===== config.mk =====
export PLATFORM = sky130hd
export DESIGN_NAME = lipo_divider_charge_gauge
export DESIGN_NICKNAME = d
export VERILOG_FILES = /design/src/design/ldcg_pkg.sv /design/src/design/lipo_divider_charge_gauge.sv /design/src/design/ldcg_scale_front.sv /design/src/design/ldcg_div_stage.sv /design/src/design/ldcg_soc_interp.sv
export SDC_FILE = /design/constraint.sdc
export NUM_CORES = 2
export LEC_CHECK = 0
export BUFFER_PORTS_ARGS = -buffer_cell sky130_fd_sc_hd__buf_4
export CAP_MARGIN = 20
export CORE_MARGIN = 2
export CORE_UTILIZATION = 25
export DETAILED_ROUTE_END_ITERATION = 16
export PLACE_DENSITY = 0.44
export SETUP_SLACK_MARGIN = 0.02
export SYNTH_ARGS = -nofsm -noshare
export SYNTH_HDL_FRONTEND = slang
export SYNTH_SLANG_ARGS = --single-unit

===== constraint.sdc =====
create_clock -name clk_i -period 11.5 [get_ports clk_i]
set_input_delay 1.15 -clock clk_i [delete_from_list [all_inputs] [get_ports clk_i]]
set_output_delay 1.15 -clock clk_i [all_outputs]
set_load 0.02 [all_outputs]

===== src/design/ldcg_pkg.sv =====
`default_nettype none

package ldcg_pkg;

  localparam int unsigned MvWidth      = 16;
  localparam int unsigned ResWidth     = 24;
  localparam int unsigned PctWidth     = 7;
  localparam int unsigned CfgIdxWidth  = 8;
  localparam int unsigned NumWidth     = MvWidth + ResWidth + 1;

  localparam logic [CfgIdxWidth-1:0] CfgUpperIdx = 8'd0;
  localparam logic [CfgIdxWidth-1:0] CfgLowerIdx = 8'd1;

  localparam logic [ResWidth-1:0] UpperReset = 24'd100000;
  localparam logic [ResWidth-1:0] LowerReset = 24'd100000;

  localparam int unsigned CurvePoints    = 11;
  localparam int unsigned SegWidth       = 4;
  localparam int unsigned OffWidth       = 9;
  localparam int unsigned RiseWidth      = 5;
  localparam int unsigned InterpNumWidth = 14;
  localparam int unsigned InterpDenWidth = 10;
  localparam int unsigned QuoWidth       = 5;

  localparam logic [MvWidth-1:0] CurveMv [CurvePoints] = '{
    16'd3000, 16'd3300, 16'd3500, 16'd3600, 16'd3700, 16'd3750,
    16'd3800, 16'd3900, 16'd4000, 16'd4100, 16'd4200
  };

  localparam logic [PctWidth-1:0] CurvePct [CurvePoints] = '{
    7'd0, 7'd5, 7'd10, 7'd20, 7'd40, 7'd50, 7'd60, 7'd70, 7'd80, 7'd90, 7'd100
  };

  // partial remainder plus a shift word: numerator bits out the top, quotient bits in the bottom
  typedef struct packed {
    logic [ResWidth-1:0] rem;
    logic [MvWidth-1:0]  word;
    logic                sat;
  } div_word_t;

endpackage

`default_nettype wire


===== src/design/lipo_divider_charge_gauge.sv =====
`default_nettype none

// Turns a divider-tap reading (mV) into battery millivolts, floor(tap*(upper+lower)/lower)
// saturated at 65535 (0 when the lower resistor is 0), and a single-cell LiPo charge
// percent from an 11-point curve, 3000 mV = 0 % to 4200 mV = 100 %, rounded half up.
// Fully pipelined: one word per clock while out_stall_i is low, through front stages A and B,
// the one-bit-per-stage divider by the lower resistor, and stages C and D. Bubbles are
// squeezed out under output stall. Write the resistor registers only while idle.

module lipo_divider_charge_gauge import ldcg_pkg::*; (
  input  wire logic                   clk_i,
  input  wire logic                   rst_ni,
  input  wire logic                   cfg_valid_i,
  output logic                        cfg_ready_o,
  input  wire logic [CfgIdxWidth-1:0] cfg_index_i,
  input  wire logic [ResWidth-1:0]    cfg_data_i,
  input  wire logic                   in_valid_i,
  output logic                        in_stall_o,
  input  wire logic [MvWidth-1:0]     tap_millivolts_i,
  output logic                        out_valid_o,
  input  wire logic                   out_stall_i,
  output logic [MvWidth-1:0]          battery_millivolts_o,
  output logic [PctWidth-1:0]         charge_percent_o
);

  logic [ResWidth-1:0] upper_q, lower_q;
  logic                front_ready;

  logic      stg_valid [MvWidth+1];
  logic      stg_ready [MvWidth+1];
  div_word_t stg_word  [MvWidth+1];

  assign cfg_ready_o = 1'b1;

  always_ff @(posedge clk_i or negedge rst_ni) begin
    if (!rst_ni) begin
      upper_q <= UpperReset;
      lower_q <= LowerReset;
    end else if (cfg_valid_i && cfg_ready_o) begin
      case (cfg_index_i)
        CfgUpperIdx: upper_q <= cfg_data_i;
        CfgLowerIdx: lower_q <= cfg_data_i;
        default: ;
      endcase
    end
  end

  assign in_stall_o = !front_ready;

  ldcg_scale_front u_front (
    .clk_i       (clk_i),
    .rst_ni      (rst_ni),
    .upper_i     (upper_q),
    .lower_i     (lower_q),
    .in_valid_i  (in_valid_i),
    .in_ready_o  (front_ready),
    .tap_i       (tap_millivolts_i),
    .out_valid_o (stg_valid[0]),
    .out_ready_i (stg_ready[0]),
    .out_word_o  (stg_word[0])
  );

  for (genvar g = 0; g < MvWidth; g++) begin : g_div
    ldcg_div_stage u_div (
      .clk_i       (clk_i),
      .rst_ni      (rst_ni),
      .lower_i     (lower_q),
      .in_valid_i  (stg_valid[g]),
      .in_ready_o  (stg_ready[g]),
      .in_word_i   (stg_word[g]),
      .out_valid_o (stg_valid[g+1]),
      .out_ready_i (stg_ready[g+1]),
      .out_word_o  (stg_word[g+1])
    );
  end

  ldcg_soc_interp u_interp (
    .clk_i       (clk_i),
    .rst_ni      (rst_ni),
    .lower_i     (lower_q),
    .in_valid_i  (stg_valid[MvWidth]),
    .in_ready_o  (stg_ready[MvWidth]),
    .in_word_i   (stg_word[MvWidth]),
    .out_valid_o (out_valid_o),
    .out_ready_i (!out_stall_i),
    .mv_o        (battery_millivolts_o),
    .pct_o       (charge_percent_o)
  );

endmodule

`default_nettype wire


===== src/design/ldcg_scale_front.sv =====
`default_nettype none

module ldcg_scale_front import ldcg_pkg::*; (
  input  wire logic                clk_i,
  input  wire logic                rst_ni,
  input  wire logic [ResWidth-1:0] upper_i,
  input  wire logic [ResWidth-1:0] lower_i,
  input  wire logic                in_valid_i,
  output logic                     in_ready_o,
  input  wire logic [MvWidth-1:0]  tap_i,
  output logic                     out_valid_o,
  input  wire logic                out_ready_i,
  output div_word_t                out_word_o
);

  logic                ready_b;
  logic                valid_a_q;
  logic [NumWidth-1:0] num_a_d, num_a_q;
  logic                valid_b_q;
  div_word_t           word_b_d, word_b_q;

  assign ready_b    = !valid_b_q || out_ready_i;
  assign in_ready_o = !valid_a_q || ready_b;

  // stage A: tap * (upper + lower)
  assign num_a_d = NumWidth'(tap_i) * NumWidth'({1'b0, upper_i} + {1'b0, lower_i});

  // stage B: saturation test and divider seed
  always_comb begin
    word_b_d.sat  = num_a_q[NumWidth-1:MvWidth] >= {1'b0, lower_i};
    word_b_d.rem  = num_a_q[NumWidth-2:MvWidth];
    word_b_d.word = num_a_q[MvWidth-1:0];
  end

  always_ff @(posedge clk_i or negedge rst_ni) begin
    if (!rst_ni) begin
      valid_a_q <= 1'b0;
      valid_b_q <= 1'b0;
    end else begin
      if (in_ready_o) begin
        valid_a_q <= in_valid_i;
      end
      if (ready_b) begin
        valid_b_q <= valid_a_q;
      end
    end
  end

  always_ff @(posedge clk_i) begin
    if (in_ready_o) begin
      num_a_q <= num_a_d;
    end
    if (ready_b) begin
      word_b_q <= word_b_d;
    end
  end

  assign out_valid_o = valid_b_q;
  assign out_word_o  = word_b_q;

endmodule

`default_nettype wire


===== src/design/ldcg_div_stage.sv =====
`default_nettype none

module ldcg_div_stage import ldcg_pkg::*; (
  input  wire logic                clk_i,
  input  wire logic                rst_ni,
  input  wire logic [ResWidth-1:0] lower_i,
  input  wire logic                in_valid_i,
  output logic                     in_ready_o,
  input  wire div_word_t           in_word_i,
  output logic                     out_valid_o,
  input  wire logic                out_ready_i,
  output div_word_t                out_word_o
);

  logic [ResWidth:0] trial;
  logic              fits;
  logic              valid_q;
  div_word_t         word_d, word_q;

  assign in_ready_o = !valid_q || out_ready_i;

  // one restoring step: bring down one numerator bit, subtract if it fits
  always_comb begin
    trial       = {in_word_i.rem, in_word_i.word[MvWidth-1]};
    fits        = trial >= {1'b0, lower_i};
    word_d.sat  = in_word_i.sat;
    word_d.rem  = fits ? ResWidth'(trial - {1'b0, lower_i}) : trial[ResWidth-1:0];
    word_d.word = {in_word_i.word[MvWidth-2:0], fits};
  end

  always_ff @(posedge clk_i or negedge rst_ni) begin
    if (!rst_ni) begin
      valid_q <= 1'b0;
    end else if (in_ready_o) begin
      valid_q <= in_valid_i;
    end
  end

  always_ff @(posedge clk_i) begin
    if (in_ready_o) begin
      word_q <= word_d;
    end
  end

  assign out_valid_o = valid_q;
  assign out_word_o  = word_q;

endmodule

`default_nettype wire


===== src/design/ldcg_soc_interp.sv =====
`default_nettype none

module ldcg_soc_interp import ldcg_pkg::*; (
  input  wire logic                clk_i,
  input  wire logic                rst_ni,
  input  wire logic [ResWidth-1:0] lower_i,
  input  wire logic                in_valid_i,
  output logic                     in_ready_o,
  input  wire div_word_t           in_word_i,
  output logic                     out_valid_o,
  input  wire logic                out_ready_i,
  output logic [MvWidth-1:0]       mv_o,
  output logic [PctWidth-1:0]      pct_o
);

  logic                      ready_d;
  logic                      valid_c_q, valid_d_q;

  logic [MvWidth-1:0]        mv_c;
  logic                      low_c, high_c;
  logic [SegWidth-1:0]       seg, seg_nx;
  logic [OffWidth-1:0]       span, off;
  logic [RiseWidth-1:0]      rise;
  logic [InterpNumWidth:0]   prod;
  logic [InterpNumWidth-1:0] num_c_d, num_c_q;
  logic [InterpDenWidth-1:0] den_c_d, den_c_q;
  logic [PctWidth-1:0]       base_c_d, base_c_q;
  logic [MvWidth-1:0]        mv_c_q;

  logic [InterpNumWidth-1:0] rem, dsh;
  logic [QuoWidth-1:0]       quo;
  logic [PctWidth-1:0]       pct_d, pct_q;
  logic [MvWidth-1:0]        mv_q;

  assign ready_d    = !valid_d_q || out_ready_i;
  assign in_ready_o = !valid_c_q || ready_d;

  // stage C: battery voltage, segment pick, interpolation numerator
  always_comb begin
    if (lower_i == '0) begin
      mv_c = '0;
    end else if (in_word_i.sat) begin
      mv_c = '1;
    end else begin
      mv_c = in_word_i.word;
    end
    low_c  = mv_c <= CurveMv[0];
    high_c = mv_c >= CurveMv[CurvePoints-1];
    seg    = '0;
    for (int j = 1; j < CurvePoints - 1; j++) begin
      if (mv_c > CurveMv[j]) begin
        seg = SegWidth'(j);
      end
    end
    seg_nx  = seg + SegWidth'(1);
    span    = OffWidth'(CurveMv[seg_nx] - CurveMv[seg]);
    rise    = RiseWidth'(CurvePct[seg_nx] - CurvePct[seg]);
    off     = OffWidth'(mv_c - CurveMv[seg]);
    prod    = (InterpNumWidth + 1)'(rise) * (InterpNumWidth + 1)'(off);
    num_c_d = InterpNumWidth'((prod << 1) + (InterpNumWidth + 1)'(span));
    den_c_d = {span, 1'b0};
    if (low_c) begin
      base_c_d = CurvePct[0];
      num_c_d  = '0;
    end else if (high_c) begin
      base_c_d = CurvePct[CurvePoints-1];
      num_c_d  = '0;
    end else begin
      base_c_d = CurvePct[seg];
    end
  end

  // stage D: short restoring divide, rounds half up via the span bias
  always_comb begin
    rem = num_c_q;
    quo = '0;
    dsh = '0;
    for (int i = QuoWidth - 1; i >= 0; i--) begin
      dsh = InterpNumWidth'(den_c_q) << i;
      if (rem >= dsh) begin
        rem    = rem - dsh;
        quo[i] = 1'b1;
      end
    end
    pct_d = base_c_q + PctWidth'(quo);
  end

  always_ff @(posedge clk_i or negedge rst_ni) begin
    if (!rst_ni) begin
      valid_c_q <= 1'b0;
      valid_d_q <= 1'b0;
    end else begin
      if (in_ready_o) begin
        valid_c_q <= in_valid_i;
      end
      if (ready_d) begin
        valid_d_q <= valid_c_q;
      end
    end
  end

  always_ff @(posedge clk_i) begin
    if (in_ready_o) begin
      mv_c_q   <= mv_c;
      num_c_q  <= num_c_d;
      den_c_q  <= den_c_d;
      base_c_q <= base_c_d;
    end
    if (ready_d) begin
      mv_q  <= mv_c_q;
      pct_q <= pct_d;
    end
  end

  assign out_valid_o = valid_d_q;
  assign mv_o        = mv_q;
  assign pct_o       = pct_q;

endmodule

`default_nettype wire

==> results.json <==
{
  "die_h_um": 520,
  "finalNetCount": 7606,
  "fin_setup_tns_ps": 0,
  "synth-seq-cells": 849,
  "yosysMostFrequentCell": "edfxtp_1",
  "fin_skew_ps": 43.3,
  "io_pins": 79,
  "drtIter0Drc": 3307,
  "min_path_type": "input port to async pin",
  "crit_required_ps": 11970,
  "ys_seq_area_share_pct": 37.8,
  "synth_top_area_share_pct": 35.2,
  "cpMostUsedCell": "ha_1",
  "endpoint": "u_interp.pct_o[6]",
  "fin_crit_sh_pct": 90.2,
  "slowest_delay_ps": 410,
  "postSynthAreaPerCell_um2": 10.4,
  "crit_buf_inv": 4,
  "route.detailed.drc": 0,
  "end_kind": "flop",
  "antenna_found_initial": 14,
  "area.growth.synth_to_final_pct": 12.9,
  "grt_max_degree": 57,
  "final_hold_viol_count": 0,
  "status": "finished, final reports clean",
  "grt_pass1_wl_um": 296000,
  "cp.arrival_ps": 10850,
  "multi_input_area_um2": 38800,
  "rsz0062_at_grt": "no",
  "gp_congestion": 0.825,
  "r2r_setup_slack_ps": 1120,
  "via_count": 47800,
  "maxSlewViolCount": 0,
  "cp_top_family": "compound AO/OA/AOI/OAI gates",
  "core_um2": 265000,
  "cp.depth": 52,
  "cts_tree": "built",
  "drive_above_1_share_pct": 9.61,
  "grt_overflow": 0,
  "synth_nets": 7487,
  "cts.sinks": 849,
  "antenna_left": 0,
  "insertion_delay_ps": 730,
  "path_class": "flop to flop",
  "worstSetupStartpoint": "u_interp.den_c_q[4]",
  "ys.flop_type": "edfxtp_1",
  "async_flop_share_pct": 8.01,
  "cp_max_fo": 10,
  "totalWireLength_um": 194000,
  "grt_pass1_vias": 48500,
  "synth-edff-count": 781,
  "drt_first_pass_iters": 6,
  "die_area_um2": 271000,
  "r2r_start": "u_interp.den_c_q[4]",
  "slew_headroom_pct": 35.2,
  "worstReg2RegEnd": "u_interp.pct_o[6]",
  "reg2regPathDepth": 52,
  "cts_max_level": 3,
  "rows": 189,
  "fillers": 27500,
  "worstMarginPinSlew_ps": 969,
  "fmax_ghz": 0.0964,
  "synth_commonest_cells": "edfxtp_1 (781), ha_1 (644), inv_1 (574), nand2_1 (542), a21oi_1 (504)",
  "cp-start-kind": "flop",
  "synth_area_leaders": "edfxtp_1 (35%), ha_1 (12%), fa_1 (11%)",
  "clockBufferDepth": 3,
  "syn_area_um2": 66600,
  "initial_core_util_pct": 25.1,
  "wl_per_cell_um": 19.1,
  "dieWidth_um": 520,
  "clkTransAtPathRegs_ps": 60,
  "layout_min_cycle_time_ps": 10380,
  "maxCapViolCount": 0,
  "clockRootBuffer": "clkbuf_16",
  "regArea_um2": 25200,
  "cts-buffers-inserted": 98,
  "setup_viol": 0,
  "dp_hpwl_um": 144000,
  "track_usage_pct": 14.1,
  "crit_slowest_cell": "fa_1",
  "synth_cell_types": 98,
  "synth_cells": 6425,
  "vias_per_cell": 4.71,
  "yosysTopAreaCell": "edfxtp_1",
  "yosysWarnings": 0,
  "io_buffers": 77
}
[cell usage in the layout, fill, tap and decap left out, types with 29 or more instances in the layout]
cell type and count:
o21bai_1 51, ha_1 644, a31oi_1 41, inv_1 566
nand2_1 537, o21ai_0 254, nor2_1 491, edfxtp_1 781
fa_1 365, nor3_1 112, o21a_1 65, a21oi_1 501
or2_2 39, nand2b_1 99, or3_1 29, xor2_1 131
dfrtp_1 55, mux2_2 180, nand4_1 90, xnor2_1 262
nor2b_1 88, nor4_1 40, buf_4 172, nand3_1 67
clkbuf_16 101, a21o_1 184, and2_1 159
[area by class of cell]
cell class                 instances  share of cell area, %
timing repair buffer             178                   1.89
multi-input combinational       4841                   51.6
inverter                         576                   2.88
tap                             3533                   5.87
sequential                       849                   33.5
clock inverter                    57                  0.758
clock buffer                     125                   3.55
antenna                            4                 0.0133
[repair_timing]
action | CTS | global route
setup endpoints to repair | 0 | 6
resized for setup | 0 | 16
setup buffers | 0 | 3
hold buffers | 0 | 0
[logic make-up after synthesis]
group                    count (synthesis)  synth area share [%]
buffers and inverters                  735                  4.18
AO/OA/AOI/OAI                         1378                  13.0
AND/OR/NAND/NOR                       1863                  13.5
adder cells (fa/ha/maj)               1009                  23.1
XOR/XNOR                               394                  5.19
flip-flops                             849                  37.8
other                                    1               0.00563
multiplexers                           196                  3.29
[routing by layer]
layer  GRT usage [%]  wire length, um  part of all wire (%)  vias to the layer above
met1            19.6            91600                    47                    23600
met3            1.68             7380                   3.8                      217
met2            23.4            90400                    47                      940
met5               0               26                 0.013                        -
met4            3.20             4230                   2.2                        4
li1                -                -                     -                    23100
[sequential cells by signal (all words and copies together) (netlist names), 16 cells and up]
| name | flops |
|---|---|
| g_div.u_div.out_valid_o | 16 |
| g_div.u_div.out_word_o | 632 |
| lower_q | 24 |
| u_front.num_a_q | 41 |
| u_front.out_word_o | 41 |
| u_interp.mv_c_q | 16 |
| u_interp.mv_o | 16 |
| upper_q | 24 |
[worst min path at each step]
| stage | startpoint | end | slack [ps] | cells after the start |
|---|---|---|---|---|
| detailed placement | u_front.out_word_o[10] | g_div[0].u_div.out_word_o[11] | 400 | 0 |
| global route | rst_ni | g_div[9].u_div.out_valid_o | 260 | 1 |
| finish | rst_ni | g_div[11].u_div.out_valid_o | 300 | 1 |
| floorplan | u_front.out_word_o[0] | g_div[0].u_div.out_word_o[0] | 400 | 0 |
| CTS | rst_ni | g_div[11].u_div.out_valid_o | 230 | 1 |
| global placement | g_div[7].u_div.out_word_o[12] | g_div[8].u_div.out_word_o[13] | 400 | 0 |
[metrics by stage]
stage	cell area, um2	hold WS, ps	instances	setup WS [ps]	utilization, %
6_report	75200	302	10200	1120	28.4
2_1_floorplan	66600	400	6425	1110	-
5_1_grt	75200	258	10200	96.8	28.4
3_5_place_dp	71900	405	9970	250	27.1
4_1_cts	75100	230	10200	204	28.3
3_3_place_gp	71800	401	9968	148	27.1
Power is left out: the tool's default activity adds up to more than one toggle a clock period on the data nets, which glitch-free logic cannot reach.
